**src/spm_pkg.sv**
```systemverilog
// Shared types and constants for the stereo peak meter with level trigger.
package spm_pkg;

  localparam int unsigned DefHistoryDepth   = 64;
  localparam int unsigned DefMaxBlockFrames = 4096;

  localparam int unsigned SampleW = 16;
  localparam int unsigned PeakW   = 16;

  localparam int unsigned FpbW     = 13;
  localparam int unsigned HistLenW = 7;
  localparam int unsigned TrigW    = 15;
  localparam int unsigned CfgDataW = 15;
  localparam int unsigned CfgIdxW  = 2;

  localparam logic [CfgIdxW-1:0] CfgFramesPerBlock = 2'd0;
  localparam logic [CfgIdxW-1:0] CfgHistoryLen     = 2'd1;
  localparam logic [CfgIdxW-1:0] CfgTriggerLevel   = 2'd2;

  localparam logic [FpbW-1:0]     RstFramesPerBlock = 13'd2048;
  localparam logic [HistLenW-1:0] RstHistoryLen     = 7'd32;
  localparam logic [TrigW-1:0]    RstTriggerLevel   = 15'd0;

  typedef struct packed {
    logic signed [SampleW-1:0] left_sample;
    logic signed [SampleW-1:0] right_sample;
  } in_t;

  typedef struct packed {
    logic [PeakW-1:0] block_peak_left;
    logic [PeakW-1:0] block_peak_right;
    logic [PeakW-1:0] hold_peak_left;
    logic [PeakW-1:0] hold_peak_right;
    logic             recording;
    logic             record_started;
    logic             record_stopped;
  } out_t;

  // Per-lane control from the sequencer.
  typedef struct packed {
    logic take;      // frame beat accepted
    logic last;      // that frame closes the block
    logic rd_en;     // issue one history read
    logic scan_clr;  // restart the hold maximum
  } lane_ctl_t;

  typedef enum logic [1:0] {
    ST_IDLE,
    ST_SCAN,
    ST_FIN
  } state_e;

  function automatic logic [PeakW-1:0] magnitude(input logic signed [SampleW-1:0] s);
    logic [PeakW-1:0] u;
    u = PeakW'(s);
    return s[SampleW-1] ? (~u + PeakW'(1)) : u;
  endfunction

endpackage

```
**src/spm_lane.sv**
```systemverilog
// One channel lane: running block peak, block-peak history and hold-maximum scan.
module spm_lane #(
  parameter int unsigned HISTORY_DEPTH = spm_pkg::DefHistoryDepth,
  localparam int unsigned AW = (HISTORY_DEPTH > 1) ? $clog2(HISTORY_DEPTH) : 1
) (
  input  logic                              clk_i,
  input  logic                              rst_ni,
  input  spm_pkg::lane_ctl_t                ctl_i,
  input  logic signed [spm_pkg::SampleW-1:0] sample_i,
  input  logic [AW-1:0]                     wr_addr_i,
  input  logic [AW-1:0]                     rd_addr_i,
  output logic [spm_pkg::PeakW-1:0]         block_peak_o,
  output logic [spm_pkg::PeakW-1:0]         hold_peak_o
);
  import spm_pkg::*;

  logic [PeakW-1:0] mag;
  logic [PeakW-1:0] peak_now;
  logic [PeakW-1:0] running_q;
  logic [PeakW-1:0] block_peak_q;
  logic [PeakW-1:0] hold_q;
  logic [PeakW-1:0] hist_mem [HISTORY_DEPTH];
  logic [HISTORY_DEPTH-1:0] hist_vld_q;
  logic [PeakW-1:0] rd_data_q;
  logic             rd_hit_q;
  logic             rd_vld_q;

  assign mag      = magnitude(sample_i);
  assign peak_now = (mag > running_q) ? mag : running_q;

  always_ff @(posedge clk_i or negedge rst_ni) begin
    if (!rst_ni) begin
      running_q  <= '0;
      hist_vld_q <= '0;
      rd_vld_q   <= 1'b0;
    end else begin
      rd_vld_q <= ctl_i.rd_en;
      if (ctl_i.take) begin
        if (ctl_i.last) begin
          running_q             <= '0;
          hist_vld_q[wr_addr_i] <= 1'b1;
        end else begin
          running_q <= peak_now;
        end
      end
    end
  end

  // History store; entries never written read as zero through the valid bits.
  always_ff @(posedge clk_i) begin
    if (ctl_i.take && ctl_i.last) begin
      hist_mem[wr_addr_i] <= peak_now;
    end
    if (ctl_i.rd_en) begin
      rd_data_q <= hist_mem[rd_addr_i];
      rd_hit_q  <= hist_vld_q[rd_addr_i];
    end
  end

  always_ff @(posedge clk_i) begin
    if (ctl_i.take && ctl_i.last) begin
      block_peak_q <= peak_now;
    end
    if (ctl_i.scan_clr) begin
      hold_q <= '0;
    end else if (rd_vld_q && rd_hit_q && (rd_data_q > hold_q)) begin
      hold_q <= rd_data_q;
    end
  end

  assign block_peak_o = block_peak_q;
  assign hold_peak_o  = hold_q;

endmodule

```
**src/spm_merge.sv**
```systemverilog
// Merge stage: record-flag decision from both lanes and the result register.
module spm_merge (
  input  logic                       clk_i,
  input  logic                       rst_ni,
  input  logic                       load_i,
  input  logic [spm_pkg::PeakW-1:0]  block_peak_left_i,
  input  logic [spm_pkg::PeakW-1:0]  block_peak_right_i,
  input  logic [spm_pkg::PeakW-1:0]  hold_peak_left_i,
  input  logic [spm_pkg::PeakW-1:0]  hold_peak_right_i,
  input  logic [spm_pkg::TrigW-1:0]  trigger_level_i,
  output logic                       slot_free_o,
  output logic                       out_valid_o,
  input  logic                       out_stall_i,
  output spm_pkg::out_t              out_data_o
);
  import spm_pkg::*;

  logic             record_flag_q;
  logic             record_flag_d;
  logic             set_flag;
  logic [PeakW-1:0] trig;
  logic             out_valid_q;
  out_t             out_q;

  assign trig = PeakW'(trigger_level_i);

  always_comb begin
    set_flag = record_flag_q;
    if (!set_flag && ((block_peak_left_i > trig) || (block_peak_right_i > trig))) begin
      set_flag = 1'b1;
    end
    record_flag_d = set_flag;
    if (set_flag && (hold_peak_left_i < trig) && (hold_peak_right_i < trig)) begin
      record_flag_d = 1'b0;
    end
    if (trigger_level_i == '0) begin
      record_flag_d = 1'b1;
    end
  end

  assign slot_free_o = !out_valid_q || !out_stall_i;

  always_ff @(posedge clk_i or negedge rst_ni) begin
    if (!rst_ni) begin
      record_flag_q <= 1'b0;
      out_valid_q   <= 1'b0;
    end else begin
      if (load_i) begin
        record_flag_q <= record_flag_d;
        out_valid_q   <= 1'b1;
      end else if (!out_stall_i) begin
        out_valid_q <= 1'b0;
      end
    end
  end

  always_ff @(posedge clk_i) begin
    if (load_i) begin
      out_q.block_peak_left  <= block_peak_left_i;
      out_q.block_peak_right <= block_peak_right_i;
      out_q.hold_peak_left   <= hold_peak_left_i;
      out_q.hold_peak_right  <= hold_peak_right_i;
      out_q.recording        <= record_flag_d;
      out_q.record_started   <= !record_flag_q && record_flag_d;
      out_q.record_stopped   <= record_flag_q && !record_flag_d;
    end
  end

  assign out_valid_o = out_valid_q;
  assign out_data_o  = out_q;

endmodule

```
**src/stereo_peak_meter_level_trigger_core.sv**
```systemverilog
// Top level: config registers, frame/ring sequencing, two channel lanes and the merge.
//
// Input channel in_valid_i/in_stall_o carries one stereo frame per beat.
// Output channel out_valid_o/out_stall_i carries one result per finished block.
// Frames inside a block are taken one per cycle and produce no result.
// The frame that closes a block writes both block peaks to the history and
// starts a scan of the hold window: one history read per cycle in each lane
// over history_len entries (history_len after clamping to 1..HISTORY_DEPTH),
// with the input stalled; the result is registered when the scan ends.
// The result sits in an output register; frames of the next block are taken
// while it waits. If a result is still stalled when the next block's scan
// ends, the block holds input stalled until that result leaves.
// Configuration writes on cfg_we_i/cfg_idx_i/cfg_data_i take effect at once;
// they are to be made only while the block is idle, which it does not enforce.
// Reset clears the running peaks, the frame count, the ring index, the record
// flag and the history valid bits; the history then reads as all zero with no
// clearing pass, and the output register is empty.
module stereo_peak_meter_level_trigger_core #(
  parameter int unsigned HISTORY_DEPTH    = spm_pkg::DefHistoryDepth,
  parameter int unsigned MAX_BLOCK_FRAMES = spm_pkg::DefMaxBlockFrames
) (
  input  logic                          clk_i,
  input  logic                          rst_ni,
  input  logic                          cfg_we_i,
  input  logic [spm_pkg::CfgIdxW-1:0]   cfg_idx_i,
  input  logic [spm_pkg::CfgDataW-1:0]  cfg_data_i,
  input  logic                          in_valid_i,
  output logic                          in_stall_o,
  input  spm_pkg::in_t                  in_data_i,
  output logic                          out_valid_o,
  input  logic                          out_stall_i,
  output spm_pkg::out_t                 out_data_o
);
  import spm_pkg::*;

  localparam int unsigned AW  = (HISTORY_DEPTH > 1) ? $clog2(HISTORY_DEPTH) : 1;
  localparam int unsigned HLW = $clog2(HISTORY_DEPTH + 1);
  localparam int unsigned FCW = (MAX_BLOCK_FRAMES > 1) ? $clog2(MAX_BLOCK_FRAMES) : 1;
  localparam int unsigned BLW = $clog2(MAX_BLOCK_FRAMES + 1);

  logic [FpbW-1:0]     frames_per_block_q;
  logic [HistLenW-1:0] history_len_q;
  logic [TrigW-1:0]    trigger_level_q;

  state_e         state_q, state_d;
  logic [FCW-1:0] frame_cnt_q, frame_cnt_d;
  logic [AW-1:0]  ring_q, ring_d;
  logic [HLW-1:0] scan_cnt_q, scan_cnt_d;

  logic [BLW-1:0] blen;
  logic [HLW-1:0] hlen;
  logic [BLW-1:0] frame_next;
  logic [HLW-1:0] wr_sel;
  logic [HLW-1:0] wr_inc;
  logic [AW-1:0]  wr_addr;
  logic [AW-1:0]  rd_addr;
  logic           take;
  logic           last;
  logic           load;
  logic           slot_free;
  lane_ctl_t      lane_ctl;

  logic [PeakW-1:0] bpk_l, bpk_r, hpk_l, hpk_r;

  always_ff @(posedge clk_i or negedge rst_ni) begin
    if (!rst_ni) begin
      frames_per_block_q <= RstFramesPerBlock;
      history_len_q      <= RstHistoryLen;
      trigger_level_q    <= RstTriggerLevel;
    end else if (cfg_we_i) begin
      case (cfg_idx_i)
        CfgFramesPerBlock: frames_per_block_q <= cfg_data_i[FpbW-1:0];
        CfgHistoryLen:     history_len_q      <= cfg_data_i[HistLenW-1:0];
        CfgTriggerLevel:   trigger_level_q    <= cfg_data_i[TrigW-1:0];
        default: ;
      endcase
    end
  end

  // Clamp block and window lengths to their legal ranges.
  always_comb begin
    if (frames_per_block_q == '0) begin
      blen = BLW'(1);
    end else if (32'(frames_per_block_q) > 32'(MAX_BLOCK_FRAMES)) begin
      blen = BLW'(MAX_BLOCK_FRAMES);
    end else begin
      blen = BLW'(frames_per_block_q);
    end
    if (history_len_q == '0) begin
      hlen = HLW'(1);
    end else if (32'(history_len_q) > 32'(HISTORY_DEPTH)) begin
      hlen = HLW'(HISTORY_DEPTH);
    end else begin
      hlen = HLW'(history_len_q);
    end
  end

  assign in_stall_o = (state_q != ST_IDLE);
  assign take       = in_valid_i && !in_stall_o;
  assign frame_next = BLW'(frame_cnt_q) + BLW'(1);
  assign last       = !(frame_next < blen);

  // Wrap a stale ring index before the write, then advance.
  assign wr_sel  = (HLW'(ring_q) >= hlen) ? '0 : HLW'(ring_q);
  assign wr_addr = wr_sel[AW-1:0];
  assign wr_inc  = wr_sel + HLW'(1);
  assign rd_addr = scan_cnt_q[AW-1:0];

  always_comb begin
    state_d     = state_q;
    frame_cnt_d = frame_cnt_q;
    ring_d      = ring_q;
    scan_cnt_d  = scan_cnt_q;
    load        = 1'b0;
    lane_ctl    = '0;
    lane_ctl.take = take;
    lane_ctl.last = last;
    case (state_q)
      ST_IDLE: begin
        if (take) begin
          if (last) begin
            frame_cnt_d       = '0;
            ring_d            = (wr_inc >= hlen) ? '0 : wr_inc[AW-1:0];
            scan_cnt_d        = '0;
            lane_ctl.scan_clr = 1'b1;
            state_d           = ST_SCAN;
          end else begin
            frame_cnt_d = frame_next[FCW-1:0];
          end
        end
      end
      ST_SCAN: begin
        if (scan_cnt_q < hlen) begin
          lane_ctl.rd_en = 1'b1;
          scan_cnt_d     = scan_cnt_q + HLW'(1);
        end else begin
          // last read data folds into the hold maximum this cycle
          state_d = ST_FIN;
        end
      end
      ST_FIN: begin
        if (slot_free) begin
          load    = 1'b1;
          state_d = ST_IDLE;
        end
      end
      default: state_d = ST_IDLE;
    endcase
  end

  always_ff @(posedge clk_i or negedge rst_ni) begin
    if (!rst_ni) begin
      state_q     <= ST_IDLE;
      frame_cnt_q <= '0;
      ring_q      <= '0;
      scan_cnt_q  <= '0;
    end else begin
      state_q     <= state_d;
      frame_cnt_q <= frame_cnt_d;
      ring_q      <= ring_d;
      scan_cnt_q  <= scan_cnt_d;
    end
  end

  spm_lane #(.HISTORY_DEPTH(HISTORY_DEPTH)) u_lane_left (
    .clk_i        (clk_i),
    .rst_ni       (rst_ni),
    .ctl_i        (lane_ctl),
    .sample_i     (in_data_i.left_sample),
    .wr_addr_i    (wr_addr),
    .rd_addr_i    (rd_addr),
    .block_peak_o (bpk_l),
    .hold_peak_o  (hpk_l)
  );

  spm_lane #(.HISTORY_DEPTH(HISTORY_DEPTH)) u_lane_right (
    .clk_i        (clk_i),
    .rst_ni       (rst_ni),
    .ctl_i        (lane_ctl),
    .sample_i     (in_data_i.right_sample),
    .wr_addr_i    (wr_addr),
    .rd_addr_i    (rd_addr),
    .block_peak_o (bpk_r),
    .hold_peak_o  (hpk_r)
  );

  spm_merge u_merge (
    .clk_i              (clk_i),
    .rst_ni             (rst_ni),
    .load_i             (load),
    .block_peak_left_i  (bpk_l),
    .block_peak_right_i (bpk_r),
    .hold_peak_left_i   (hpk_l),
    .hold_peak_right_i  (hpk_r),
    .trigger_level_i    (trigger_level_q),
    .slot_free_o        (slot_free),
    .out_valid_o        (out_valid_o),
    .out_stall_i        (out_stall_i),
    .out_data_o         (out_data_o)
  );

endmodule

```
**config.mk**
```make
export PLATFORM = sky130hd
export DESIGN_NAME = stereo_peak_meter_level_trigger_core
export DESIGN_NICKNAME = d
export VERILOG_FILES = /design/src/spm_pkg.sv /design/src/spm_lane.sv /design/src/spm_merge.sv /design/src/stereo_peak_meter_level_trigger_core.sv
export SDC_FILE = /design/constraint.sdc
export NUM_CORES = 2
export LEC_CHECK = 0
export ABC_AREA = 0
export BUFFER_PORTS_ARGS = -buffer_cell sky130_fd_sc_hd__buf_2
export CAP_MARGIN = 40
export CORE_MARGIN = 1.5
export CORE_UTILIZATION = 50
export DETAILED_ROUTE_END_ITERATION = 8
export GPL_TIMING_DRIVEN = 0
export PLACE_DENSITY_LB_ADDON = 0.25
export SLEW_MARGIN = 10
export SYNTH_ARGS = -nofsm -noshare
export SYNTH_HDL_FRONTEND = slang
export SYNTH_HIERARCHICAL = 1
export SYNTH_SLANG_ARGS = --single-unit
```
**constraint.sdc**
```tcl
create_clock -name clk_i -period 5.55 [get_ports clk_i]
set_clock_uncertainty 0.2 [all_clocks]
set_input_delay 0.555 -clock clk_i [delete_from_list [all_inputs] [get_ports clk_i]]
set_output_delay 0.555 -clock clk_i [all_outputs]
set_load 0.05 [all_outputs]
```
; Word-level counts from Yosys, hierarchy flattened
; Memory sizes are Yosys's and may differ from the RTL's. A register that Yosys moved wholly into a read port is not among the register bits.
; Index checks and enable logic that the tools add are counted.
[totals]
ff_bits = 358
ram_bits = 2048
input_bits = 54
output_inout_bits = 69
word_cells = 143
n_memories = 2
[classes]
addsub = 5
n_lt_le_gt_ge = 17
eq_ne = 10
muxes = 42
n_bitwise = 5
n_reduce_logical = 35
[memory_table]
columns = memory, words, word_bits, read_ports, rd_clocked_by_memory_dff, wr, line
row1 = u_lane_left.hist_mem, 64, 16, 1, 1, 1, spm_lane.sv:22  ; logic [PeakW-1:0] hist_mem [HISTORY_DEPTH];
row2 = u_lane_right.hist_mem, 64, 16, 1, 1, 1, spm_lane.sv:22
[op_table]
columns = cell, count
row1 = $or A64 B64 Y64, 2
row2 = $mux W16, 6
row3 = $gt A16 B16 Y1, 4
row4 = $mux W7, 5
row5 = $add A16 B1 Y16 const B, 2
row6 = $gt A16 B15 Y1, 2
row7 = $lt A16 B15 Y1, 2
row8 = $not A16 Y16, 2
row9 = $mux W13, 2
row10 = $mux W1, 17
row11 = $logic_not A15 Y1, 1
row12 = $lt A6 B7 Y1 const B, 2
row13 = $pmux W7 S2, 1
row14 = $add A12 B1 Y13 const B, 1
row15 = $gt A13 B13 Y1 const B, 1
row16 = $logic_not A13 Y1, 1
row17 = $lt A13 B13 Y1, 1
row18 = $bmux W1 S6, 2
row19 = $logic_and A1 B1 Y1, 12
row20 = $mux W12, 1
row21 = $mux W6, 2
row22 = $ne A2 B2 Y1 const B, 5
row23 = $reduce_and A2 Y1, 5
row24 = $mux W2, 4
row25 = other kinds (20), 31

; Longest topological paths before layout
[depth]
ltp_word = 10
ltp_mapped = 20
ltp_nobuf = 19

; Cells and area by module
; Netlist, hierarchy kept.
[modules_own_cells]
columns = module, n_inst, cells_per_inst, area_each_um2, seq_area_each_um2
row1 = spm_lane (u_lane_left), 1, 2119, 45394.8, 34087.7
row2 = spm_lane (u_lane_right), 1, 2111, 45347.2, 34087.7
row3 = stereo_peak_meter_level_trigger_core, 1, 362, 3708.6, 1554.0
row4 = spm_merge, 1, 238, 3467.1, 2062.0

; Worst setup path after synthesis
; Ideal clock, no wire load.
[synth_path]
path_type = input -> register
startpoint = in in_data_i[20] (netlist bit)
endpoint = reg u_lane_left.block_peak_q[1], in the netlist u_lane_left/block_peak_o[1] (data pin)
setup_time_ps = 710
arrival_ps = 5812
required_time_ps = 4640
slack_ps = -1172
stages = 11
path_buffers = 1
cell_sequence = nor4_2 nand3_1 or4_1 nor3_1 ha_1 nand4_1 nor4_2 inv_2 and2_1 clkbuf_1 o21ai_0
[synth_via]
elab_chain_cells = 5
[synth_lines]
columns = element, line
row1 = from (decl), stereo_peak_meter_level_trigger_core.sv:29  ; input spm_pkg::in_t in_data_i,
row2 = $not A16 Y16, spm_pkg.sv:56  ; return s[SampleW-1] ? (~u + PeakW'(1)) : u;
row3 = $add A16 B1 Y16, spm_pkg.sv:56
row4 = $mux W16 *, spm_pkg.sv:56
row5 = $gt A16 B16 Y1 *, spm_lane.sv:29  ; assign peak_now = (mag > running_q) ? mag : running_q;
row6 = $mux W16 *, spm_lane.sv:29
row7 = net u_lane_left.peak_now[1], spm_lane.sv:18  ; logic [PeakW-1:0] peak_now;
row8 = to (signal assigned), spm_lane.sv:62  ; block_peak_q <= peak_now;
row9 = to (decl), spm_lane.sv:20  ; logic [PeakW-1:0] block_peak_q;
; The timed path passes the listed nets; every way through them passes the cells marked *.
; A chain may end at the register's enable or synchronous reset.

==> impl_metrics.tcl <==
set metrics [dict create \
    outcome "completed" \
    sequentialPowerShare_pct 40.1 \
    core_um2 194800 \
    hold-worst-slack_ns 0.06190 \
    layout-drive-gt1-share_pct 32.62 \
    p_int_mw 37.12 \
    grt_pass1_vias 50850 \
    cts_tree "yes" \
    initial_core_util_pct 50.27 \
    antenna_left 0 \
    powerDensity_nw_per_um2 475.1 \
    place_inst 7798 \
    synth_seq_cells 2439 \
    grt_max_degree 92 \
    whs_endpoint "u_lane_right/running_q[12]" \
    routedWlPerCell_um 30.34 \
    drcViolationCount 0 \
    synthCells 4830 \
    rsz0062_at_grt "yes" \
    worstPathArrival_ns 5.76 \
    io_pins 123 \
    max_cap_viol_count 0 \
    crit_start "frame_cnt_q[0]" \
    rr_worst_depth 18 \
    clockBufferDepth 3 \
    cp_slowest_stage_delay_ns 0.72 \
    irDropWorstVdd_v 0.0003870 \
    fmax_ghz 0.1847 \
    reg2reg_to "u_lane_right/hist_mem[27][9]" \
    grt_overflow 0 \
    clockRootBuffer "clkbuf_16" \
    drt_first_iter_violations 6332 \
    yosysTopAreaCell "edfxtp_1" \
    dp_hpwl_mm 176.3 \
    slew_headroom_pct 36.25 \
    synth_common_cells "2181 x edfxtp_1, 665 x mux4_2, 224 x dfrtp_1, 181 x nor2_1, 158 x ha_1" \
    firstDrtPassIters 6 \
    hold_depth 4 \
    fp.dieH_um 445.5 \
    drt-total-wl_mm 252.1 \
    synth_cell_types 81 \
    syn_avg_cell_area_um2 20.27 \
    cts_sinks 2439 \
    post-synth-top-count-cell "edfxtp_1" \
    syn_area_um2 97920 \
    worstMarginPinSlew_ns 0.9562 \
    synth_top_area_share_pct 66.89 \
    dieArea_um2 198500 \
    worstPathRequired_ns 5.90 \
    timing_hold_violations_final 0 \
    criticalPathCategory "flop to flop" \
    cp-end-kind "flop" \
    yosysWarnings 6 \
    synth-edff-count 2181 \
    synth.area.top_cells "edfxtp_1 67%, mux4_2 15%, dfrtp_1 5.7%, ha_1 2.0%, or2_2 0.85%" \
    final.min_clock_period_ns 5.413 \
    clk_latency_ns 0.87 \
    yosysSeqAreaShare_pct 73.32 \
    clk_pin_slew_ns 0.07 \
    syn-num-nets 5042 \
    final_nets 5677 \
    area_delta_synth_final_pct 17.50 \
    grt_usage_pct 25.51 \
    setup_viol_count_final 0 \
    crit_top_cell "and3_1" \
    viasPerCell 6.157 \
    via_count 51150 \
    slew_viol_final 0 \
    numCtsBuffers 238 \
    layout.cells.non_filler 8307 \
    switching_share_pct 32.08 \
    pwr-share-clk_pct 29.2 \
    cp_max_fo 13 \
    cp_cell_sequence "ha_1, nand3_2, nor2_2, and3_1, and3_1, xnor2_1, inv_1, ha_1, nand2_1, nor3_1, a221o_1, a21o_4, buf_6, clkbuf_1, and3_1, nand2_1, nor2_2, buf_8" \
    grt_pass1_wl_mm 362.3 \
    fp.dieW_um 445.5 \
    leakage_nw 38.28 \
    std_cell_rows 162 \
    comb_power_share_pct 30.7 \
    reg2reg_from "frame_cnt_q[0]" \
    start_kind "flop" \
    cts_max_level 4 \
    r2r_slack_ns 0.14 \
    period_share_pct 97.53 \
    ys_async_sr_fraction_pct 9.266 \
    holdCritPathClass "input port to flop" \
    grt_antenna_before_repair 12 \
    worstHoldStart "in_data_i[12]" \
    port_buffers 122 \
    crit_path_top_delay_cell "nor2_2" \
    ys.flop_type "edfxtp_1" \
    finalWeightedCongestion 0.8898 \
    p_sw_mw 17.54 \
]
## worst max-delay path: cells and delay by family, from the launching register on
family | cells | cell delay [ns]
fa+ha+maj | 2 | 0.55
flops | 1 | 0.43
simple gates | 9 | 2.56
xor+xnor | 1 | 0.17
buf+inv | 4 | 0.74
compound gates | 2 | 0.40
## layout make-up
class	count	area, um^2
Sequential cell	2439	71790
Multi-Input combinational cell	2068	25740
Clock inverter	119	1152
Buffer	219	1039
Timing Repair Buffer	395	4980
Tap cell	2624	3283
Antenna cell	5	12.51
Clock buffer	334	6668
Fill cell	13850	79740
Inverter	104	390.4
## kinds of logic after synthesis
logic type / after synthesis / share of synthesized area (%)
AND/OR/NAND/NOR: 750 / 4.053
AO/OA/AOI/OAI: 369 / 2.571
flip-flops: 2439 / 73.32
multiplexers: 753 / 16.24
XOR/XNOR: 38 / 0.3399
adder cells (fa/ha/maj): 158 / 2.019
buffers and inverters: 323 / 1.457
## layer usage
metal | GRT usage [%] | part of all wire (%)
met1 | 36.21 | 40
met2 | 40.45 | 48
met3 | 4.887 | 8.3
met4 | 7.758 | 3.1
met5 | 0 | 0.015
## metrics by stage
stage | setup TNS [ns] | util, % | cell area (um^2) | total power, mW | setup slack (ns)
floorplan | -724.89 | - | 97990 | 32.06 | -1.104
global placement | -8707.75 | 52.30 | 101900 | 38.00 | -6.524
detailed placement | -24.87 | 54.56 | 106300 | 38.83 | -0.2696
CTS | -11.21 | 58.71 | 114400 | 54.71 | -0.1755
global route | -11.52 | 59.06 | 115000 | 56.41 | -0.1897
finish | 0 | 59.06 | 115100 | 54.66 | 0.1371
## worst max-delay path by stage
stage | slack, ns | depth (start not counted) | end
floorplan | -1.10 | 11 | u_lane_right/block_peak_o[10]
global placement | -6.52 | 11 | u_lane_right/block_peak_o[5]
detailed placement | -0.27 | 19 | u_lane_right/hist_mem[54][0]
CTS | -0.18 | 19 | u_lane_right/hist_mem[28][2]
global route | -0.19 | 18 | u_lane_right/hist_mem[25][13]
finish | 0.14 | 18 | u_lane_right/hist_mem[27][9]
## placed cells by master, fill, tap and decap left out, types with 21 or more instances in the layout
cell | synthesis | final
edfxtp_1 | 2181 | 2181
mux4_2 | 665 | 665
clkbuf_16 | 0 | 239
dfrtp_1 | 224 | 224
clkbuf_1 | 116 | 176
buf_2 | 54 | 176
ha_1 | 158 | 158
or2_2 | 133 | 133
buf_8 | 0 | 126
nand2_1 | 112 | 106
inv_1 | 101 | 101
nand2b_1 | 84 | 84
nor2_2 | 1 | 70
nand3_1 | 68 | 64
a21oi_1 | 62 | 62
nor2_4 | 1 | 60
buf_12 | 0 | 57
nor2_1 | 181 | 53
mux2i_1 | 51 | 51
clkinv_2 | 0 | 47
o22ai_1 | 41 | 41
o31ai_1 | 38 | 38
buf_4 | 17 | 37
nor2b_1 | 37 | 35
buf_6 | 11 | 35
mux2_2 | 36 | 35
nand4_1 | 33 | 33
o21ai_0 | 62 | 33
clkbuf_8 | 0 | 33
clkinv_1 | 1 | 33
dfxtp_1 | 32 | 32
xnor2_1 | 30 | 30
o21ai_4 | 0 | 30
buf_16 | 0 | 26
a32oi_1 | 24 | 24
buf_1 | 21 | 21
## power groups by stage
stage                     Clock, mW  Sequential, mW  Combinational, mW
after detailed placement          0            22.3               16.5
after floorplan                   0            22.4               9.70
after CTS                      16.2            21.9               16.6
after global routing           16.9            22.0               17.6
after global placement            0            22.5               15.5
final                          16.0            21.9               16.8
## what timing repair did
action / 4_1_cts / 5_1_grt
hold endpoints to repair: 181 / 0
pin swaps: 1 / 21
hold buffers: 20 / 0
setup endpoints to repair: 274 / 1428
resized for setup: 15 / 59
buffers inserted: 0 / 29
## sequential cells by signal (all words and copies together) (netlist names), 2 cells and up
register,count
frame_cnt_q,12
frames_per_block_q,13
history_len_q,7
ring_q,6
scan_cnt_q,7
state_q,2
trigger_level_q,15
u_lane_left/block_peak_o,16
u_lane_left/hist_mem,1024
u_lane_left/hist_vld_q,64
u_lane_left/hold_peak_o,16
u_lane_left/rd_data_q,16
u_lane_left/running_q,16
u_lane_right/block_peak_o,16
u_lane_right/hist_mem,1024
u_lane_right/hist_vld_q,64
u_lane_right/hold_peak_o,16
u_lane_right/rd_data_q,16
u_lane_right/running_q,16
u_merge/out_data_o,67
Power figures use the tool's default switching activity.
